<file path="src/mf2d_pkg.sv">
// Package with the shared types and constants of the 2D median filter.
`timescale 1ns / 1ps

package mf2d_pkg;

  localparam int PIXEL_W    = 8;
  localparam int SIZE_CFG_W = 9;
  localparam int RAD_CFG_W  = 2;
  localparam int CFG_IDX_W  = 2;
  localparam int CFG_DATA_W = 9;

  localparam logic [CFG_IDX_W-1:0] CFG_IMAGE_SIZE = 2'd0;
  localparam logic [CFG_IDX_W-1:0] CFG_RADIUS     = 2'd1;

  typedef struct packed {
    logic [PIXEL_W-1:0] pixel;
    logic               filler;
  } mf2d_in_t;

  typedef struct packed {
    logic [PIXEL_W-1:0] median;
    logic               last_of_run;
    logic               frame_done;
  } mf2d_out_t;

  typedef struct packed {
    logic clr;
    logic ins;
    logic pop;
  } mf2d_sort_ctl_t;

  typedef enum logic [2:0] {
    ST_IDLE,
    ST_WSTART,
    ST_LOAD,
    ST_DRAIN,
    ST_SETUP,
    ST_POP,
    ST_EMIT
  } mf2d_state_t;

endpackage

</file>
<file path="src/mf2d_sorter.sv">
// Row of insertion cells that keeps the window pixels sorted, with a pop toward cell 0.
`timescale 1ns / 1ps

module mf2d_sorter #(
  parameter int NBUF = 49,
  parameter int CNTW = 6
) (
  input  logic                         clk,
  input  logic                         rst,
  input  mf2d_pkg::mf2d_sort_ctl_t     ctl,
  input  logic [mf2d_pkg::PIXEL_W-1:0] din,
  output logic [mf2d_pkg::PIXEL_W-1:0] head0,
  output logic [mf2d_pkg::PIXEL_W-1:0] head1,
  output logic [CNTW-1:0]              count
);
  import mf2d_pkg::*;

  logic [PIXEL_W-1:0] buf_q    [NBUF];
  logic [PIXEL_W-1:0] buf_next [NBUF];
  logic [NBUF-1:0]    gt;

  // Unused cells act as larger than any pixel, so the new value lands
  // right after the last entry not greater than it.
  for (genvar j = 0; j < NBUF; j++) begin : g_cell
    assign gt[j] = (CNTW'(j) >= count) || (buf_q[j] > din);
    if (j == 0) begin : g_first
      always_comb begin
        buf_next[j] = buf_q[j];
        if (ctl.ins && gt[j]) begin
          buf_next[j] = din;
        end else if (ctl.pop) begin
          buf_next[j] = (NBUF > 1) ? buf_q[(NBUF > 1) ? 1 : 0] : buf_q[j];
        end
      end
    end else begin : g_rest
      always_comb begin
        buf_next[j] = buf_q[j];
        if (ctl.ins && gt[j]) begin
          buf_next[j] = gt[j-1] ? buf_q[j-1] : din;
        end else if (ctl.pop && (j < NBUF - 1)) begin
          buf_next[j] = buf_q[(j < NBUF - 1) ? j + 1 : j];
        end
      end
    end
  end

  always_ff @(posedge clk) begin
    for (int k = 0; k < NBUF; k++) begin
      buf_q[k] <= buf_next[k];
    end
  end

  always_ff @(posedge clk) begin
    if (rst || ctl.clr) begin
      count <= '0;
    end else if (ctl.ins) begin
      count <= count + CNTW'(1);
    end else if (ctl.pop) begin
      count <= count - CNTW'(1);
    end
  end

  assign head0 = buf_q[0];
  assign head1 = buf_q[(NBUF > 1) ? 1 : 0];

endmodule

</file>
<file path="config.mk">
export PLATFORM = sky130hd
export DESIGN_NAME = mf2d_sorter
export DESIGN_NICKNAME = d
export VERILOG_FILES = /design/src/mf2d_pkg.sv /design/src/mf2d_sorter.sv
export SDC_FILE = /design/constraint.sdc
export NUM_CORES = 1
export LEC_CHECK = 0
export BUFFER_PORTS_ARGS = -buffer_cell sky130_fd_sc_hd__buf_2
export CELL_PAD_IN_SITES_DETAIL_PLACEMENT = 0
export CELL_PAD_IN_SITES_GLOBAL_PLACEMENT = 2
export CORE_MARGIN = 4
export CORE_UTILIZATION = 44
export DETAILED_ROUTE_END_ITERATION = 12
export PLACE_DENSITY = 0.88
export SETUP_SLACK_MARGIN = 0.15
export SYNTH_ARGS = -nofsm -noshare
export SYNTH_HDL_FRONTEND = slang
export SYNTH_SLANG_ARGS = --single-unit
export TNS_END_PERCENT = 30
</file>
<file path="constraint.sdc">
create_clock -name clk -period 6.01 [get_ports clk]
set_clock_uncertainty 0.1 [all_clocks]
set_input_delay 1.202 -clock clk [delete_from_list [all_inputs] [get_ports clk]]
set_output_delay 1.202 -clock clk [all_outputs]
set_load 0.02 [all_outputs]
</file>
==> results of run 1 <==
## layout by cell type (no fill, tap or decap), types with 10 or more instances in the layout
cell type	instances
ha_1	398
edfxtp_1	392
a21oi_1	292
mux2i_1	273
o21ai_0	246
nand2_1	226
mux2_2	216
nand4_1	84
nand2b_1	83
nor2_1	73
inv_1	59
a31oi_1	58
clkbuf_16	49
nor2b_1	47
buf_4	42
nor3_1	37
o211ai_1	35
buf_2	32
o21ai_1	17
o21a_1	16
clkbuf_1	14
or2_2	13
a211oi_1	11
clkinv_2	10
and2_1	10
a21o_1	10
clkinv_1	10
## metal layers
layer	global-route usage (%)	share of wire [%]	vias up
li1	-	-	11017
met1	32.1	43	11679
met2	41.8	48	787
met3	3.53	6.3	189
met4	7.26	2.9	2
met5	0	0.012	-
## flip-flops by register name, summed over array words and instances, names as in the netlist
name / cells
buf_q: 392
count: 6
## worst max-delay path: stages
cell and delay [ns]:
buf_2 0.34, clkinv_2 0.55, buf_12 0.41, ha_1 0.33, o21ai_0 0.17, a21oi_1 0.06
o21ai_0 0.15, o2111ai_1 0.54, and2_1 0.52, or2_2 0.42
## area by class of cell
cell class / instances / area [um^2]
repair buffers: 84 / 667
diodes: 1 / 2.50
fillers: 6320 / 35500
flip-flops and latches: 398 / 11900
clock inverters: 21 / 168
well taps: 931 / 1160
clock buffers: 66 / 1320
multi-input cells: 2270 / 17900
inverters: 67 / 254
## path summary, 6_finish.rpt
path	startpoint	to	depth (start not counted)
max reg2reg	count[1]$_SDFFE_PP0P_	buf_q[40][4]$_DFFE_PP_	7
min reg2reg	buf_q[48][1]$_DFFE_PP_	buf_q[47][1]$_DFFE_PP_	2
min	buf_q[48][1]$_DFFE_PP_	buf_q[47][1]$_DFFE_PP_	2
max	din[2]	buf_q[36][7]$_DFFE_PP_	10
## per-stage QoR
step | instances | hold slack (ns) | instance area (um^2) | utilization, % | power (uW)
finish | 3838 | 0.483 | 33300 | 48.4 | 10200
global route | 3838 | 0.508 | 33300 | 48.4 | 10800
CTS | 3837 | 0.480 | 33300 | 48.4 | 10300
detailed placement | 3750 | 0.467 | 31800 | 46.2 | 7400
global placement | 3750 | 0.448 | 31800 | 46.2 | 7240
floorplan | 2883 | 0.422 | 30700 | - | 6380
## power by group through the flow
stage	Clock, uW	Sequential, uW	Combinational (uW)
floorplan	0	4190	2190
global placement	0	4490	2740
detailed placement	0	4490	2910
CTS	2890	4440	2930
global route	2990	4500	3320
finish	2850	4450	2950
## kinds of logic (layout without fill, tap and decap cells)
logic type | count (synthesis) | after routing | share of synthesized area [%]
other | 0 | 1 | 0
and+or+nand+nor | 635 | 635 | 10.8
adders and majority gates | 398 | 398 | 16.2
AOI/OAI and AO/OA | 740 | 740 | 14.0
buffers and inverters | 215 | 238 | 3.19
muxes | 492 | 492 | 17.0
DFF | 398 | 398 | 38.7
xor gates and xnor gates | 5 | 5 | 0.143
==> results by stage, run 1 <==
Synth:
- In the post-synthesis netlist, the biggest area contributors are edfxtp_1, ha_1, mux2i_1.
- The Yosys warning count is 0.
- In this run, synthesis produced a sequential element count of a little under 400.
- The number of flops mapped to enable cells by yosys is approximately 400.
- ha_1 is the most common cell in the netlist.
- The primary flip-flop cell chosen by synthesis mapping is edfxtp_1.
- The leading area contributor after synthesis is edfxtp_1.
- The post-synthesis area per instance is about 11 um^2.
- Ranked by instance count, the synthesized netlist is headed by ha_1, edfxtp_1, a21oi_1.
- Of all flip-flops after synthesis, the portion carrying an async set or reset was 0%.
- After synthesis, the largest area contributor takes up between 30% and 40% of total cell area.
- The net count after synthesis is about 3300.
- The unique cell type count in the Yosys netlist is 82.
- The post-synthesis instance total is a little under 3000.
- The fraction of the yosys area taken by sequential cells is 38.7%.
- The mapped netlist covers around 31000 um^2.

Pwr:
- Cell internal power was estimated by the tool at 6780 uW.
- The net switching power is 3460 uW.
- The static leakage is roughly 0.013 uW.
- Combinational cells account for between 20% and 30% of the total power.
- The portion of total power attributed to sequential cells is between 40% and 50%.
- Across the VDD grid, the largest voltage drop is ~0.00021 V.
- The power per cell area is between 300 and 400 nW/um^2.
- The part of the power in the clock network is roughly 28%.
- The fraction of power spent switching nets is 33.8%.

Placed design:
- The global placer's final weighted congestion is 0.834.
- The number of buffer cells added on primary ports is 34.
- The HPWL after detailed placement is between 60 and 70 mm.
- OpenSTA, run right after detailed placement, puts the worst setup slack at around 0.9 ns.

Route:
- The total detailed-routing wirelength is 92.9 mm.
- The first routing iteration left ~1800 violations.
- The remaining antenna violation count after routing is 0.
- Dividing the detail-routed wire length by the instance count gives roughly 24 um.
- The mean number of vias per cell is between 6 and 7.
- For this run, design rule violations remaining after detail routing come to 0.
- For this block, the via count after detailed routing is 23674.
- The pre-antenna-repair detailed-routing pass consisted of 6 iterations.

CTS:
- The TritonCTS clock tree is yes.
- Post-CTS timing repair inserted 0 buffers for setup.
- The latest clock arrival within the worst-skew pair is 0.59 ns.
- After clock tree synthesis, the clock-pin slew on the worst setup and hold paths is 0.06 ns.
- The clock passes through at most 3 buffers.
- The number of sinks handled by clock tree synthesis is a little under 400.
- The number of CTS-inserted buffers is 47.
- The post-cts hold buffer count is 0.
- The tree is rooted in a clkbuf_16.
- Gates resized during post-CTS repair numbered 0.
- The deepest level of the CTS H-tree is 2.

Global routing:
- The maximum number of pins on one net before global-route repair is 113.
- The total congestion overflow is 0.
- The number of antenna violations at the first check in global routing is 3.
- The global-route wire length before repair is about 140 mm.
- For this run, the total global-route usage over all layers was measured as roughly 24%.
- The via count of the first global-routing pass was 23992.

Timing:
- Setup repair after global routing left no endpoint under its margin.
- The worst path meets setup with approximately 1.5 ns of slack.
- The minimum clock period after layout is 4.52 ns.
- The worst-margin pin slew is ~1.2 ns.
- The final setup violation count is 0.
- The portion of the clock cycle consumed by the worst path in the final layout is 75.1%.
- The number of max-slew violations in the final report came to 0.
- In this run the tightest slew margin relative to its limit is roughly 20%.
- The maximum achievable frequency is approximately 0.22 GHz.
- The final hold violation count is 0.
- The aggregate negative setup slack is 0 ns.

Finish:
- The count of nets after finishing is between 3000 and 4000.
- From synthesis to final layout, the design area changed by 8.55%.
- The post-route netlist has roughly 15% of its cells at a drive strength greater than 1.

Floorplan:
- The number of placement rows is between 90 and 100.
- The floorplan core area is about 69000 um^2.
- In this run the horizontal extent of the chip is around 270 um.
- Once the floorplan was initialized, standard cells occupied 44.6% of the core.
- The die span in y is between 200 and 300 um.
- The floorplan step defined a die boundary enclosing 74100 um^2.
- During I/O placement, the number of pins put on the boundary was 35.

Worst setup path:
- Data on the critical path is required at its endpoint by approximately 6.2 ns.
- The arrival time reported for the critical path endpoint is ~4.7 ns.
- The maximum fanout count along the critical path is 30.
- STA classifies the critical path startpoint as a primary input.
- The critical path is of the in -> reg type.
- The slack of the worst reg-to-reg path is ~1.9 ns.
- The worst setup path is captured at a register.

Flow run:
- Across the run, the number of max-cap violations was 0.

Hold path:
- The classification of the worst-slack hold path is reg -> reg.

Outcome:
- The run finished with clean final reports.
(Power assumes the default switching activity.)
==> run 2: changes to the inputs <==
Clock period 6.01 ns to 4.5 ns, I/O delays scaled along.
==> results by stage, run 2 (synthesis gave the netlist of run 1 again) <==
Outcome:
- The flow ran to the end, and the final reports show no timing, DRC or antenna violations.

Floorplan:
- The number of primary I/O pins is 35.
- The die covers 74100 um^2.
- The die extent in x is 272 um.
- The floorplan has 96 rows.
- The die span in y is ~270 um.
- After floorplanning, the core was sized to cover ~69000 um^2.
- Once the floorplan was initialized, standard cells occupied between 40 and 50% of the core.

CTS:
- The number of clock buffers added by TritonCTS is 48.
- The clock passes through at most 3 buffers.
- Clock-pin slew was measured on the worst setup and hold paths at around 0.060 ns.
- The number of gates resized after CTS was 0.
- CTS placed an instance of clkbuf_16 at the clock tree root.
- Once the clock tree was built, the setup fixing pass inserted 0 buffers.
- In this run the number of H-tree levels came out at 2.
- TritonCTS built the clock tree.
- Clock latency on the worst-skew pair, taken at its later pin, is ~0.6 ns.
- For this design, the sink count on the clock tree is about 400.
- In this run, post-CTS hold repair placed 0 buffers.

Global routing:
- The number of antenna violations at the first check in global routing is 4.
- Entering global routing, the biggest net connects 61 pins.
- The via count of the first global-routing pass is about 24000.
- After global routing the overflow that remains totals 0.
- The global-route wire length before repair is ~150 mm.
- The total track usage is 25.1%.

Finish:
- Measured on the finished design, the core utilization comes to roughly 49%.
- The number of inserted diodes is 0.
- The number of flip-flops in the largest register is ~390.
- From synthesis to final layout, the design area changed by 10.3%.
- The largest registers in the layout are buf_q (392), count (6).
- Leaving out fill and tap cells, the most frequent cells in the layout are ha_1, edfxtp_1, a21oi_1.
- Counting flops per register, the top entry is buf_q.
- Cells with a size suffix above 1 make up 17.0% of the layout.
- The filler cells instantiated in the layout total between 6000 and 7000.
- The post-layout instance count excluding filler cells is about 3900.
- The library cell used most frequently in the layout, excluding fill and tap cells, is ha_1.
- After the last flow step, the layout net total stands at 3330.

Route:
- After detailed routing, the number of remaining DRC violations is 0.
- The violation count after the first detailed-route iteration is between 1500 and 2000.
- The remaining antenna violation count after routing is 0.
- The first-pass iteration count of the detailed router is 8.
- The total detailed-routing wirelength is around 96 mm.
- Using the TritonRoute via totals, the vias-per-cell ratio works out to just over 6.
- The routed wirelength normalized by instance count is 24.6 um.
- The via count is approximately 24000.

Timing:
- The portion of the clock cycle consumed by the worst path in the final layout is between 80 and 90%.
- The maximum achievable frequency is 0.277 GHz.
- The number of max-slew violations in the final report is 0.
- Setup violations remaining at the end of the flow were counted as 0.
- The worst hold slack is ~0.45 ns.
- The final hold violation count came to 0.
- For the pin with the worst max-slew slack, the measured transition is approximately 1.1 ns.
- For the final routed database, the setup TNS stands at 0 ns.
- The tightest slew margin relative to the limit is 23.3%.
- The worst path needs roughly 3.6 ns of the cycle, external delays included.
- Setup repair after global routing left no endpoint under its margin.

Worst setup path:
- The data required time at the worst endpoint is between 4 and 5 ns.
- The slowest stage of the critical path is the dfxtp_1 cell.
- By instance count, the cell type seen most on the critical path is nand2b_1.
- The startpoint class of the critical path is a register.
- By startpoint and endpoint, the worst setup path is classified as reg -> reg.
- The worst setup path is captured at a register.
- Walking the worst path, the cells encountered are inv_1 > ha_1 > nor2b_1 > and2_1 > nor3_1 > a311oi_2 > buf_4 > nand2b_1 > nand2b_1.
- At the worst endpoint, the arrival time is approximately 3.8 ns.
- The worst register-to-register path has a depth of 9.
- For this run, the slowest stage of the critical path takes roughly 0.47 ns.
- The maximum fanout count along the critical path is 9.

Pwr:
- The static leakage is ~0.013 uW.
- In this run the power density over the cells is ~420 nW/um^2.
- The post-route total power is approximately 14000 uW.
- The largest vdd supply drop is around 0.00026 V.

Placed design:
- Port buffering added 34 buffers.
- The wire-length estimate of the detail-placed layout is between 60 and 70 mm.
- At the end of routability-driven placement, the weighted congestion stood at ~0.9.
- In this run, placement finished with an instance count of between 3000 and 4000.

Hold path:
- The worst hold path passes through 2 cells.
- The classification of the worst-slack hold path is in -> reg.

Flow run:
- The number of violations of the max-capacitance limit is 0.
## run 2: worst paths after layout
path         slack [ns]                    from                endpoint
max reg2reg        0.89   count[0]$_SDFFE_PP0P_   buf_q[6][1]$_DFFE_PP_
min                0.45                     rst   count[5]$_SDFFE_PP0P_
max                0.89   count[0]$_SDFFE_PP0P_   buf_q[6][1]$_DFFE_PP_
min reg2reg        0.49  buf_q[48][5]$_DFFE_PP_  buf_q[47][5]$_DFFE_PP_
## run 2: layout make-up
class / instances / area (um^2) / area share (%)
clock inverters: 37 / 399 / 1.18
multi-input cells: 2270 / 17900 / 52.7
inverters: 67 / 254 / 0.750
flip-flops and latches: 398 / 11900 / 35.1
repair buffers: 134 / 1030 / 3.04
well taps: 931 / 1160 / 3.44
clock buffers: 52 / 1260 / 3.72
## run 2: power by group
part	internal, uW	switching (uW)
logic	1790	2220
clock network	2480	1690
registers	5100	856
## run 2: worst max-delay path, delay by kind of cell (launching register included)
family | cells | cell delay, ns
and+or+nand+nor | 5 | 1.74
DFF | 1 | 0.47
buffers and inverters | 2 | 0.43
AOI/OAI and AO/OA | 1 | 0.30
adders and majority gates | 1 | 0.24
## run 2: per-stage QoR
step / setup WS [ns] / cell area [um^2]
2_1_floorplan: 0.246 / 30700
4_1_cts: 0.905 / 33900
3_3_place_gp: 0.463 / 32200
3_5_place_dp: 0.356 / 32200
5_1_grt: 0.664 / 33900
6_report: 0.889 / 33900
## run 2: routing by layer
metal / track usage, % / wire [um]
met5: 0 / 43
met4: 7.46 / 2900
met3: 3.81 / 6300
met2: 42.0 / 44900
met1: 33.8 / 41500
